`src/hdl/qdv_pkg.sv`:
```
// Shared types and constants for the quadrature decoder with velocity capture.
package qdv_pkg;

    typedef enum logic [1:0] {
        CMD_PIN   = 2'd0,
        CMD_TICK  = 2'd1,
        CMD_INDEX = 2'd2,
        CMD_LOAD  = 2'd3
    } cmd_t;

    typedef enum logic [1:0] {
        STEP_NONE    = 2'd0,
        STEP_UP      = 2'd1,
        STEP_DOWN    = 2'd2,
        STEP_ILLEGAL = 2'd3
    } step_t;

    localparam int unsigned POS_W      = 32;
    localparam int unsigned PHASE_W    = 2;
    localparam int unsigned INTERVAL_W = 4;
    localparam int unsigned IN_DATA_W  = 40;
    localparam int unsigned IN_USER_W  = 2;
    localparam int unsigned OUT_DATA_W = 128;
    localparam int unsigned OUT_USER_W = 1;

    localparam logic [INTERVAL_W-1:0] INTERVAL_RESET = 4'd2;

    // Indexed by [new phase][previous phase], phase = {B, A}
    localparam step_t STEP_TABLE [4][4] = '{
        '{STEP_NONE,    STEP_DOWN,    STEP_UP,      STEP_ILLEGAL},
        '{STEP_UP,      STEP_NONE,    STEP_ILLEGAL, STEP_DOWN},
        '{STEP_DOWN,    STEP_ILLEGAL, STEP_NONE,    STEP_UP},
        '{STEP_ILLEGAL, STEP_UP,      STEP_DOWN,    STEP_NONE}
    };

endpackage

```
`src/hdl/quadrature_decoder_velocity.sv`:
```
// An input transfer is held in the input register; its result is registered in the state registers on the master side.
// Throughput: one item per cycle while m_axis_tready keeps the result slot draining; the input register
// and the state update set that figure, with the state registers doubling as the result register.
// Reset: asynchronous, active low; clears position, velocity, acceleration,
// revolution and tick state, and sets the acceleration interval to 2.
module quadrature_decoder_velocity
(
    input  logic                               clk,
    input  logic                               rst_n,
    input  logic                               cfg_wr_en,
    input  logic [qdv_pkg::INTERVAL_W-1:0]     cfg_wr_data,  // accel_interval
    input  logic                               s_axis_tvalid,
    output logic                               s_axis_tready,
    input  logic [qdv_pkg::IN_DATA_W-1:0]      s_axis_tdata,  // pin_a, pin_b, load_value, pad
    input  logic [qdv_pkg::IN_USER_W-1:0]      s_axis_tuser,  // command
    output logic                               m_axis_tvalid,
    input  logic                               m_axis_tready,
    output logic [qdv_pkg::OUT_DATA_W-1:0]     m_axis_tdata,  // position_count, velocity_count,
                                                              // accel_count, rev_counts
    output logic [qdv_pkg::OUT_USER_W-1:0]     m_axis_tuser   // illegal_step
);

    localparam int unsigned PW = qdv_pkg::POS_W;

    logic [qdv_pkg::INTERVAL_W-1:0]    accel_interval_reg;

    // Input register
    logic                              s1_valid_reg;
    qdv_pkg::cmd_t                     s1_cmd_reg;
    logic [qdv_pkg::PHASE_W-1:0]       s1_phase_reg;
    logic signed [PW-1:0]              s1_load_reg;
    logic                              s1_advance;

    // Decoder state, which also forms the result payload
    logic [qdv_pkg::PHASE_W-1:0]       prev_phase_reg,    prev_phase_next;
    logic signed [PW-1:0]              position_reg,      position_next;
    logic signed [PW-1:0]              tick_position_reg, tick_position_next;
    logic signed [PW-1:0]              velocity_reg,      velocity_next;
    logic signed [PW-1:0]              prev_velocity_reg, prev_velocity_next;
    logic signed [PW-1:0]              accel_reg,         accel_next;
    logic signed [PW-1:0]              rev_start_reg,     rev_start_next;
    logic signed [PW-1:0]              rev_reg,           rev_next;
    logic [qdv_pkg::INTERVAL_W-1:0]    tick_counter_reg,  tick_counter_next;
    logic                              illegal_reg,       illegal_next;
    logic                              out_valid_reg;

    qdv_pkg::step_t                    step;
    logic [qdv_pkg::INTERVAL_W-1:0]    interval_eff;
    logic [qdv_pkg::INTERVAL_W-1:0]    tick_inc;

    always_ff @(posedge clk or negedge rst_n)
    begin
        if (!rst_n)
        begin
            accel_interval_reg <= qdv_pkg::INTERVAL_RESET;
        end
        else if (cfg_wr_en)
        begin
            accel_interval_reg <= cfg_wr_data;
        end
    end

    // Advance when the result slot is empty or being drained
    assign s1_advance    = s1_valid_reg && (!out_valid_reg || m_axis_tready);
    assign s_axis_tready = !s1_valid_reg || s1_advance;

    always_ff @(posedge clk or negedge rst_n)
    begin
        if (!rst_n)
        begin
            s1_valid_reg <= 1'b0;
        end
        else if (s_axis_tready)
        begin
            s1_valid_reg <= s_axis_tvalid;
        end
    end

    always_ff @(posedge clk)
    begin
        if (s_axis_tvalid && s_axis_tready)
        begin
            s1_cmd_reg   <= qdv_pkg::cmd_t'(s_axis_tuser);
            s1_phase_reg <= {s_axis_tdata[1], s_axis_tdata[0]};
            s1_load_reg  <= s_axis_tdata[33:2];
        end
    end

    assign step         = qdv_pkg::STEP_TABLE[s1_phase_reg][prev_phase_reg];
    assign interval_eff = (accel_interval_reg == '0) ? 4'd1 : accel_interval_reg;
    assign tick_inc     = tick_counter_reg + 4'd1;

    always_comb
    begin
        prev_phase_next    = prev_phase_reg;
        position_next      = position_reg;
        tick_position_next = tick_position_reg;
        velocity_next      = velocity_reg;
        prev_velocity_next = prev_velocity_reg;
        accel_next         = accel_reg;
        rev_start_next     = rev_start_reg;
        rev_next           = rev_reg;
        tick_counter_next  = tick_counter_reg;
        illegal_next       = 1'b0;
        case (s1_cmd_reg)
            qdv_pkg::CMD_PIN:
            begin
                prev_phase_next = s1_phase_reg;
                case (step)
                    qdv_pkg::STEP_UP:      position_next = position_reg + 32'sd1;
                    qdv_pkg::STEP_DOWN:    position_next = position_reg - 32'sd1;
                    qdv_pkg::STEP_ILLEGAL: illegal_next  = 1'b1;
                    default:               position_next = position_reg;
                endcase
            end
            qdv_pkg::CMD_TICK:
            begin
                velocity_next      = position_reg - tick_position_reg;
                tick_position_next = position_reg;
                tick_counter_next  = tick_inc;
                // Latch acceleration when the count reaches or passes the interval, or wraps to zero
                if (tick_inc >= interval_eff || tick_inc == '0)
                begin
                    accel_next         = position_reg - tick_position_reg - prev_velocity_reg;
                    prev_velocity_next = position_reg - tick_position_reg;
                    tick_counter_next  = '0;
                end
            end
            qdv_pkg::CMD_INDEX:
            begin
                rev_next       = position_reg - rev_start_reg;
                rev_start_next = position_reg;
            end
            qdv_pkg::CMD_LOAD:
            begin
                position_next = s1_load_reg;
            end
            default:
            begin
                position_next = position_reg;
            end
        endcase
    end

    always_ff @(posedge clk or negedge rst_n)
    begin
        if (!rst_n)
        begin
            prev_phase_reg    <= '0;
            position_reg      <= '0;
            tick_position_reg <= '0;
            velocity_reg      <= '0;
            prev_velocity_reg <= '0;
            accel_reg         <= '0;
            rev_start_reg     <= '0;
            rev_reg           <= '0;
            tick_counter_reg  <= '0;
            illegal_reg       <= 1'b0;
            out_valid_reg     <= 1'b0;
        end
        else
        begin
            if (s1_advance)
            begin
                prev_phase_reg    <= prev_phase_next;
                position_reg      <= position_next;
                tick_position_reg <= tick_position_next;
                velocity_reg      <= velocity_next;
                prev_velocity_reg <= prev_velocity_next;
                accel_reg         <= accel_next;
                rev_start_reg     <= rev_start_next;
                rev_reg           <= rev_next;
                tick_counter_reg  <= tick_counter_next;
                illegal_reg       <= illegal_next;
                out_valid_reg     <= 1'b1;
            end
            else if (m_axis_tready)
            begin
                out_valid_reg <= 1'b0;
            end
        end
    end

    // State only moves when a new result is loaded, so it holds under stall
    assign m_axis_tvalid = out_valid_reg;
    assign m_axis_tdata  = {rev_reg, accel_reg, velocity_reg, position_reg};
    assign m_axis_tuser  = illegal_reg;

    a_illegal_only_on_pin: assert property (@(posedge clk) disable iff (!rst_n)
        (s1_advance && s1_cmd_reg != qdv_pkg::CMD_PIN) |=> !m_axis_tuser[0])
        else $error("illegal step flagged on a non-pin command");

    a_position_held: assert property (@(posedge clk) disable iff (!rst_n)
        (s1_advance && (s1_cmd_reg == qdv_pkg::CMD_TICK || s1_cmd_reg == qdv_pkg::CMD_INDEX))
        |=> $stable(position_reg))
        else $error("position moved on a tick or index command");

    a_illegal_holds_position: assert property (@(posedge clk) disable iff (!rst_n)
        (s1_advance && illegal_next) |=> $stable(position_reg))
        else $error("position moved on an illegal transition");

    a_tick_counter_range: assert property (@(posedge clk) disable iff (!rst_n)
        tick_counter_reg != 4'hF)
        else $error("tick counter passed the largest interval");

    a_ready_when_empty: assert property (@(posedge clk) disable iff (!rst_n)
        !m_axis_tvalid |-> s_axis_tready)
        else $error("input stalled with the result slot empty");

endmodule
```
`config.mk`:
```
export PLATFORM = sky130hd
export DESIGN_NAME = quadrature_decoder_velocity
export DESIGN_NICKNAME = d
export VERILOG_FILES = /design/src/hdl/qdv_pkg.sv /design/src/hdl/quadrature_decoder_velocity.sv
export SDC_FILE = /design/constraint.sdc
export NUM_CORES = 1
export LEC_CHECK = 0
export ABC_CLOCK_PERIOD_IN_PS = 5800
export BUFFER_PORTS_ARGS = -buffer_cell sky130_fd_sc_hd__buf_4
export CAP_MARGIN = 40
export CORE_MARGIN = 4
export CORE_UTILIZATION = 44
export DETAILED_ROUTE_END_ITERATION = 10
export SLEW_MARGIN = 30
export SYNTH_ARGS = -nofsm -noshare
export SYNTH_HDL_FRONTEND = slang
export SYNTH_SLANG_ARGS = --single-unit
```
`constraint.sdc`:
```
create_clock -name clk -period 5.8 [get_ports clk]
set_input_delay 0.87 -clock clk [delete_from_list [all_inputs] [get_ports clk]]
set_output_delay 0.87 -clock clk [all_outputs]
set_load 0.01 [all_outputs]
```
==> results of run 1 <==
[metal layers]
metal,wire (um),share of wire (%)
met5,0,0
met4,742,1.9
met3,1750,4.5
met2,17400,44
met1,19400,49
[metrics by stage]
stage               util [%]  std cells
global route            53.4       2470
CTS                     53.4       2470
global placement        50.0       2406
floorplan                  -       1775
detailed placement      50.1       2407
finish                  53.4       2470
[cell type report]
cell class	count	area (um2)	share of cell area, %
timing repair buffer	196	1500	7.64
inverter	128	480	2.44
clock buffer	44	982	4.99
multi-input combinational	1306	8850	45.0
sequential	273	7010	35.6
clock inverter	19	229	1.16
tap	504	631	3.20
[placed cells by master, fill, tap and decap left out, drive strengths merged, types with 36 or more instances in the layout]
cell type and n:
buf 196, inv 129, xnor2 64, nor2 58, a21oi 138, mux2 48, a21o 79, ha 132
clkbuf 44, dfrtp 236, edfxtp 36, nand2 276, o21ai 190, xor2 48
[kinds of logic (layout without fill, tap and decap cells)]
family                   after synthesis  count (layout)  synth area share (%)
adder cells (fa/ha/maj)              136             136                  10.5
AND/OR/NAND/NOR                      451             451                  11.9
XOR/XNOR                             113             113                  6.11
buffers and inverters                196             387                  4.45
multiplexers                          54              54                  3.63
AO/OA/AOI/OAI                        552             552                  21.1
flip-flops                           273             273                  42.3
[critical path, cell delays in order, from the launching register on]
cell and delay (ps):
dfrtp_1 430, inv_1 120, ha_1 170, inv_1 50, fa_1 410, a21o_1 200, a21o_1 220, a211oi_2 380
o31ai_4 140, a311oi_4 390, o21bai_1 110, a21oi_1 190, xnor2_1 200, ha_1 350, a21oi_1 190, o21a_1 170
o22ai_1 110, a21oi_1 180, a31oi_2 160, a21oi_2 240, o21ai_0 110, a21oi_1 190, xnor3_1 310, mux2_2 270
[timing repair]
| item | 4_1_cts | 5_1_grt |
|---|---|---|
| endpoints found under the setup margin | 0 | 1 |
| setup buffers | 0 | 0 |
| resized for setup | 0 | 2 |
[worst paths after layout]
check                      slack, ps                to  depth (start not counted)
min                              310   velocity_reg[3]                          1
min in group clk                 470     accel_reg[13]                          2
min reg2reg                      470     accel_reg[13]                          2
max                              410     accel_reg[31]                         23
max in group asynchronous       4190  position_reg[30]                          2
max reg2reg                      410     accel_reg[31]                         23
==> results.sh, run 1 <==
export IMPL_status="finished clean"
export IMPL_dpl_hpwl_um=28800
export IMPL_worstSetupPathType="flop to flop"
export IMPL_cts_tree="yes"
export IMPL_netlist_area_um2=16600
export IMPL_yosys_top_cells_count="nand2_1, dfrtp_1, o21ai_0"
export IMPL_synth_area_per_cell_um2=9.33
export IMPL_holdBufCountCts=0
export IMPL_antenna_cells=0
export IMPL_cts_htree_levels=2
export IMPL_synth_top_cell_area_share_pct=35.7
export IMPL_drtIter0Drc=748
export IMPL_grt_busiest_layer="met2"
export IMPL_yosys_cell_count_top_type="nand2_1"
export IMPL_hp_class="input pin to async pin"
export IMPL_cts_sinks=273
export IMPL_drive_gt1_share_pct=17.1
export IMPL_fillers=3387
export IMPL_cts_path_max_buffers=3
export IMPL_clk_latency_ps=530
export IMPL_placed_cell_area_um2=18500
export IMPL_fmax_ghz=0.186
export IMPL_fp_dieH_um=202
export IMPL_synth_seq_cells=273
export IMPL_route_vias_total=12754
export IMPL_routabilityCongestion=0.873
export IMPL_ant_nets=0
export IMPL_core_um2=36900
export IMPL_crit_fanout=5
export IMPL_synth_main_ff_cell="dfrtp_1"
export IMPL_num_rows=70
export IMPL_grt_max_degree=158
export IMPL_holdWs_ps=306
export IMPL_yosys_warnings=0
export IMPL_die_w_um=202
export IMPL_grt_pass1_wl_um=64600
export IMPL_fin_crit_sh_pct=92.9
export IMPL_gr_total_overflow=0
export IMPL_portBuffers=175
export IMPL_seq_area_frac_synth_pct=42.3
export IMPL_cap_violations=0
export IMPL_synth_edf_count=36
export IMPL_critPathRequiredTime_ps=6210
export IMPL_cts_made_buffers=35
export IMPL_hold_viol_final=0
export IMPL_initial_utilization_pct=44.9
export IMPL_met3_usage_pct=3.32
export IMPL_report_final_setup_viol=0
export IMPL_reg2reg_from="position_reg[0]"
export IMPL_use_met1_pct=27.7
export IMPL_drcViolationCount=0
export IMPL_cts_root_buf="clkbuf_16"
export IMPL_ys_types=79
export IMPL_antenna_found_initial=0
export IMPL_yosys_top_cells_area="dfrtp_1, ha_1, edfxtp_1"
export IMPL_viasPerCell=5.16
export IMPL_start_kind="flop"
export IMPL_synth_async_reset_ratio_pct=86.8
export IMPL_finalInstanceArea_um2=19700
export IMPL_synthCells=1775
export IMPL_clk_pin_slew_ps=60
export IMPL_syn_to_final_growth_pct=18.9
export IMPL_syn_nets=1962
export IMPL_grt_use_total_pct=19.1
export IMPL_slew_violations=0
export IMPL_arrival_ps=5790
export IMPL_io_pins=182
export IMPL_routed_wirelength_um=39200
export IMPL_finalSetupTns_ps=0
export IMPL_fin_skew_ps=12.1
export IMPL_tightestPinTransition_ps=905
export IMPL_fin_ws_ps=414
export IMPL_grt_pass1_vias=12302
export IMPL_nNetsFinal=2127
export IMPL_synth_largest_area_cell="dfrtp_1"
export IMPL_avgRoutedWirePerCell_um=15.9
export IMPL_max_slew_margin_pct=39.7
export IMPL_die_area_um2=40800
export IMPL_use_met2_pct=29.6
export IMPL_first_pass_iters=4
export IMPL_dpl_worst_slack_ps=383
export IMPL_rsz0062_at_grt="no"
export IMPL_period_needed_ps=5390
export IMPL_end_kind="flop"
export IMPL_crit_start="position_reg[0]"
Power of run 1 is not shown: default switching activity piles up to over one toggle a cycle in this logic, so the estimate is an artifact.
==> run 2, diff against run 1 <==
--- a/config.mk
+++ b/config.mk
@@ -5,7 +5,8 @@
 export SDC_FILE = /design/constraint.sdc
 export NUM_CORES = 1
 export LEC_CHECK = 0
-export ABC_CLOCK_PERIOD_IN_PS = 5800
+export ABC_AREA = 1
+export ABC_CLOCK_PERIOD_IN_PS = 5200
 export BUFFER_PORTS_ARGS = -buffer_cell sky130_fd_sc_hd__buf_4
 export CAP_MARGIN = 40
 export CORE_MARGIN = 4
==> constraint.sdc (replaced) <==
create_clock -name clk -period 5.2 [get_ports clk]
set_input_delay 0.78 -clock clk [delete_from_list [all_inputs] [get_ports clk]]
set_output_delay 0.78 -clock clk [all_outputs]
set_load 0.01 [all_outputs]
==> run 2 against run 1 <==
Die area rose by 8.6%. Flip-flop and latch count did not move. Clock skew fell by 1.0 ps. Non-clock buffer count fell by 3. First-iteration DRC count rose by 34%. Utilization fell by 0.53 points. Hold slack got worse by 98 ps. Synthesized cell count rose by 36%. Cell count rose by 27%.
==> results.sh, run 2 <==
export IMPL_period_needed_ps=4070
export IMPL_cts_setup_buffers=0
export IMPL_clk_latency_ps=540
export IMPL_grt_pass1_vias=16595
export IMPL_rsz0062_at_grt="no"
export IMPL_final_common_cell="nand2_1"
export IMPL_cts_made_buffers=34
export IMPL_core_um2=40100
export IMPL_initial_utilization_pct=45.0
export IMPL_finalSetupTns_ps=0
export IMPL_met3_length_um=2080
export IMPL_fp_dieH_um=210
export IMPL_max_slew_margin_pct=46.2
export IMPL_synth_area_per_cell_um2=7.46
export IMPL_layout_common_cells="nand2_1, inv_1, dfrtp_1, o21ai_0, buf_4"
export IMPL_synth_compound_area_share_pct=15.1
export IMPL_synth_main_ff_cell="dfrtp_1"
export IMPL_yosys_cell_count_top_type="nand2_1"
export IMPL_seq_area_frac_synth_pct=38.9
export IMPL_holdWs_ps=208
export IMPL_nNetsFinal=2779
export IMPL_netlist_area_um2=18000
export IMPL_syn_nets=2604
export IMPL_cap_violations=0
export IMPL_ys_types=59
export IMPL_rrSetupSlack_ps=1130
export IMPL_tightestPinTransition_ps=807
export IMPL_m1WireLength_um=24000
export IMPL_holdBufCountCts=0
export IMPL_synth_top_cell_area_share_pct=32.7
export IMPL_routabilityCongestion=0.941
export IMPL_cts_path_max_buffers=3
export IMPL_finalInstanceArea_um2=21200
export IMPL_cts_tree="yes"
export IMPL_arrival_ps=4500
export IMPL_fin_crit_sh_pct=78.3
export IMPL_ff2ff_path_depth=21
export IMPL_fmax_ghz=0.246
export IMPL_hold_viol_final=0
export IMPL_path_cells="inv_1 -> ha_1 -> inv_1 -> fa_1 -> nand2_1 -> nand2_1 -> o21ai_2 -> o21ai_2 -> a21o_1 -> nand2_1 -> nand2_1 -> or2_2 -> and2_1 -> ha_1 -> nand2_1 -> nor4_1 -> nand4_1 -> nand2_1 -> nand2_1 -> nand3_1 -> nand2_1"
export IMPL_first_pass_iters=5
export IMPL_grt_pass1_wl_um=87900
export IMPL_drtIter0Drc=1004
export IMPL_crit_top_cell="nand2_1"
export IMPL_synth_xor_area_share_pct=3.33
export IMPL_antenna_found_initial=0
export IMPL_cts_root_buf="clkbuf_16"
export IMPL_synth_area_mux_share_pct=0.0624
export IMPL_crit_fanout=5
export IMPL_slew_violations=0
export IMPL_fin_skew_ps=11.1
export IMPL_synthAdderAreaFrac_pct=9.60
export IMPL_die_w_um=210
export IMPL_synth_edf_count=36
export IMPL_routed_wirelength_um=55500
export IMPL_synth_largest_area_cell="dfrtp_1"
export IMPL_placed_cell_area_um2=20000
export IMPL_cts_htree_levels=2
export IMPL_route_vias_total=16465
export IMPL_yosys_warnings=0
export IMPL_top_layer="met4"
export IMPL_synthCells=2417
export IMPL_clk_pin_slew_ps=60
export IMPL_wl_met2_um=27600
export IMPL_viasPerCell=5.24
export IMPL_critPathRequiredTime_ps=5630
export IMPL_start_kind="flop"
export IMPL_synthSimpleGateAreaFrac_pct=26.2
export IMPL_dpl_hpwl_um=43600
export IMPL_worstSetupPathType="flop to flop"
export IMPL_fillers=3959
export IMPL_ant_nets=0
export IMPL_die_area_um2=44300
export IMPL_io_pins=182
export IMPL_synth_seq_cells=273
export IMPL_hp_class="input pin to async pin"
export IMPL_yosys_top_cells_count="nand2_1, inv_1, dfrtp_1"
export IMPL_num_rows=73
export IMPL_grt_max_degree=102
export IMPL_gr_total_overflow=0
export IMPL_grt_use_total_pct=24.8
export IMPL_cts_resized=0
export IMPL_cp_slowest_stage_delay_ps=590
export IMPL_synth_top_family_by_area="simple AND/OR/NAND/NOR gates"
export IMPL_drcViolationCount=0
export IMPL_avgRoutedWirePerCell_um=17.7
export IMPL_reg2reg_from="position_reg[0]"
export IMPL_antenna_cells=0
export IMPL_end_kind="flop"
export IMPL_crit_path_top_delay_cell="nor4_1"
export IMPL_yosys_top_cells_area="dfrtp_1, nand2_1, ha_1"
export IMPL_syn_to_final_growth_pct=17.5
export IMPL_rr_endpoint="accel_reg[30]"
export IMPL_cts_sinks=273
export IMPL_status="finished clean"
export IMPL_synth_async_reset_ratio_pct=86.8
export IMPL_drive_gt1_share_pct=12.0
export IMPL_report_final_setup_viol=0
export IMPL_portBuffers=175
==> run 2: critical path, delay by kind of cell, from the launching register on <==
kind                       cells  cell delay [ps]
and+or+nand+nor               13             1930
AOI/OAI and AO/OA              3              420
buffers and inverters          2              240
adders and majority gates      3              930
DFF                            1              420
==> run 2: metrics by stage <==
step | std cells | setup WS [ps] | util, %
after floorplan | 2417 | 1630 | -
after CTS | 3139 | 1130 | 52.8
after global placement | 3077 | 1120 | 49.6
final | 3140 | 1130 | 52.9
after global routing | 3140 | 792 | 52.9
after detailed placement | 3080 | 1150 | 49.8
==> run 2: area by class of cell <==
type                       count  area, um2  share of cell area (%)
clock buffer                  44       1000                    4.73
clock inverter                15        211                   0.998
inverter                     264        993                    4.69
multi-input combinational   1826       9790                    46.2
sequential                   273       7010                    33.1
tap                          525        657                    3.10
timing repair buffer         193       1530                    7.21
==> run 2: worst max-delay path by stage <==
stage / from / to / slack (ps) / cells after the start
floorplan: position_reg[0] / accel_reg[28] / 1630 / 22
global placement: position_reg[0] / accel_reg[30] / 1120 / 21
detailed placement: position_reg[0] / accel_reg[30] / 1150 / 21
CTS: position_reg[0] / accel_reg[30] / 1130 / 21
global route: position_reg[0] / accel_reg[30] / 790 / 21
finish: position_reg[0] / accel_reg[30] / 1130 / 21
==> run 2: per-layer routing <==
metal | vias up | track usage, %
met3 | 82 | 3.10
met1 | 7722 | 30.9
met2 | 310 | 44.7
met5 | - | 0
li1 | 8351 | -
met4 | 0 | 8.36
==> run 2: logic make-up after synthesis <==
logic type	Yosys count
AND/OR/NAND/NOR	1128
AO/OA/AOI/OAI	495
adder cells (fa/ha/maj)	136
flip-flops	273
buffers and inverters	318
XOR/XNOR	66
multiplexers	1
Power of run 2 is left out for the same reason.
==> run 3, diff against run 2 <==
--- a/config.mk
+++ b/config.mk
@@ -5,13 +5,14 @@
 export SDC_FILE = /design/constraint.sdc
 export NUM_CORES = 1
 export LEC_CHECK = 0
-export ABC_AREA = 1
-export ABC_CLOCK_PERIOD_IN_PS = 5200
+export ABC_AREA = 0
+export ABC_CLOCK_PERIOD_IN_PS = 3700
 export BUFFER_PORTS_ARGS = -buffer_cell sky130_fd_sc_hd__buf_4
 export CAP_MARGIN = 40
 export CORE_MARGIN = 4
 export CORE_UTILIZATION = 44
 export DETAILED_ROUTE_END_ITERATION = 10
+export PLACE_DENSITY = 0.65
 export SLEW_MARGIN = 30
 export SYNTH_ARGS = -nofsm -noshare
 export SYNTH_HDL_FRONTEND = slang
==> constraint.sdc (replaced) <==
create_clock -name clk -period 3.7 [get_ports clk]
set_input_delay 0.555 -clock clk [delete_from_list [all_inputs] [get_ports clk]]
set_output_delay 0.555 -clock clk [all_outputs]
set_load 0.01 [all_outputs]
==> run 3 against run 2 <==
The run now ends with negative setup slack left. Critical path depth is 2 higher. Utilization is 7.8 points higher. Global-route usage is 3.4 points lower.
==> results.sh, run 3 (synthesized netlist as in run 1, its figures left out) <==
export IMPL_cp_slowest_stage_delay_ps=480
export IMPL_avgRoutedWirePerCell_um=16.7
export IMPL_finalSetupTns_ps=-9150
export IMPL_grt_use_total_pct=21.4
export IMPL_hold_viol_final=0
export IMPL_drcViolationCount=0
export IMPL_clk_latency_ps=530
export IMPL_num_rows=70
export IMPL_nNetsFinal=2373
export IMPL_tightestPinTransition_ps=679
export IMPL_crit_path_top_delay_cell="or4b_1"
export IMPL_grt_pass1_wl_um=72600
export IMPL_fin_util_pct=60.6
export IMPL_viasPerCell=5.25
export IMPL_critical_path_buf_inv_count=3
export IMPL_routabilityCongestion=0.981
export IMPL_drtIter0Drc=821
export IMPL_final_common_cell="buf_4"
export IMPL_portBuffers=175
export IMPL_report_final_setup_viol=20
export IMPL_antenna_cells=0
export IMPL_die_area_um2=40800
export IMPL_dpl_hpwl_um=33400
export IMPL_holdWs_ps=19.6
export IMPL_fillers=3064
export IMPL_start_kind="flop"
export IMPL_reg2reg_from="position_reg[0]"
export IMPL_violations="negative setup slack"
export IMPL_critPathRequiredTime_ps=4160
export IMPL_hp_class="input pin to async pin"
export IMPL_cap_violations=0
export IMPL_cts_sinks=273
export IMPL_fin_ws_ps=-815
export IMPL_end_kind="flop"
export IMPL_crit_fanout=4
export IMPL_drive_gt1_share_pct=30.5
export IMPL_cts_root_buf="clkbuf_16"
export IMPL_crit_family="compound AO/OA/AOI/OAI gates"
export IMPL_crit_start="position_reg[0]"
export IMPL_ff2ff_path_depth=23
export IMPL_antenna_found_initial=0
export IMPL_rsz0062_at_grt="yes"
export IMPL_period_needed_ps=4520
export IMPL_cts_made_buffers=34
export IMPL_fin_crit_sh_pct=122
export IMPL_route_vias_total=14239
export IMPL_fmax_ghz=0.221
export IMPL_syn_to_final_growth_pct=35.0
export IMPL_rrSetupSlack_ps=-820
export IMPL_initial_utilization_pct=44.9
export IMPL_rr_endpoint="accel_reg[25]"
export IMPL_die_w_um=202
export IMPL_path_cells="inv_4 -> ha_4 -> inv_2 -> fa_2 -> a21o_1 -> a21o_1 -> a211oi_4 -> o31ai_4 -> a311oi_4 -> o21bai_1 -> a21oi_1 -> xnor2_1 -> ha_1 -> nand3_1 -> nor2_4 -> nand4_1 -> a31oi_4 -> buf_4 -> o21ai_2 -> nand2b_1 -> a21oi_2 -> or4b_1 -> nand3_1"
export IMPL_grt_max_degree=95
export IMPL_grt_pass1_vias=14069
export IMPL_io_pins=182
export IMPL_ant_nets=0
export IMPL_path_depth=23
export IMPL_finalInstanceArea_um2=22400
export IMPL_holdBufCountCts=0
export IMPL_endpoint="accel_reg[25]"
export IMPL_placed_cell_area_um2=20100
export IMPL_routed_wirelength_um=45300
export IMPL_fin_skew_ps=25.5
export IMPL_arrival_ps=4980
export IMPL_status="finished, violations left"
export IMPL_layout_common_cells="buf_4, nand2_1, dfrtp_1, o21ai_0, inv_1"
export IMPL_core_um2=36900
export IMPL_max_slew_margin_pct=54.7
export IMPL_fp_dieH_um=202
export IMPL_first_pass_iters=5
export IMPL_cts_tree="yes"
export IMPL_gr_total_overflow=0
export IMPL_clk_pin_slew_ps=60
export IMPL_slew_violations=0
export IMPL_cts_htree_levels=2
export IMPL_cts_path_max_buffers=3
export IMPL_worstSetupPathType="flop to flop"
[run 3: changes by cell type in the layout (fill, tap and decap cells not counted), sizes merged, moves of 16 or more]
cell    before  now
nand3      136   17
buf        193  442
xnor2       30   64
nor3        38   17
nor2       177   59
o21ai      248  190
inv        266  130
nand2b       1   20
or2         20    2
nand2      710  276
a21o        16   79
mux2         1   48
a21oi      171  138
and3         1   17
[run 3: what timing repair did]
action	in CTS	in global routing
buffers inserted	30	20
setup endpoints to repair	24	25
pin swaps	74	49
resized for setup	82	67
gates cloned	1	0
[run 3: final cells by class]
| cell class | instances | area, um2 | area share (%) |
|---|---|---|---|
| inverter | 128 | 483 | 2.16 |
| timing repair buffer | 442 | 3500 | 15.6 |
| tap | 504 | 631 | 2.82 |
| sequential | 273 | 7020 | 31.4 |
| multi-input combinational | 1307 | 9550 | 42.7 |
| clock inverter | 17 | 235 | 1.05 |
| clock buffer | 43 | 946 | 4.23 |
[run 3: worst min-delay path by stage]
stage                        from               endpoint
global route                rst_n           accel_reg[3]
global placement    accel_reg[13]          accel_reg[13]
finish                      rst_n           accel_reg[3]
floorplan                   rst_n  accel_interval_reg[0]
CTS                         rst_n           accel_reg[3]
detailed placement  accel_reg[13]          accel_reg[13]
[run 3: per-layer routing]
metal | up-vias | wire (um) | GRT usage (%) | part of all wire (%)
met1 | 6678 | 21100 | 30.7 | 47
met3 | 85 | 2370 | 2.94 | 5.2
li1 | 7078 | - | - | -
met2 | 398 | 20500 | 34.5 | 45
met5 | - | 0 | 0 | 0
met4 | 0 | 1220 | 5.74 | 2.7
[run 3: stage by stage]
stage	std cells	worst slack, ps
2_1_floorplan	1775	-825
3_3_place_gp	2611	-950
3_5_place_dp	2613	-1040
4_1_cts	2699	-822
5_1_grt	2714	-1090
6_report	2714	-815
Power of run 3 is left out for the same reason.
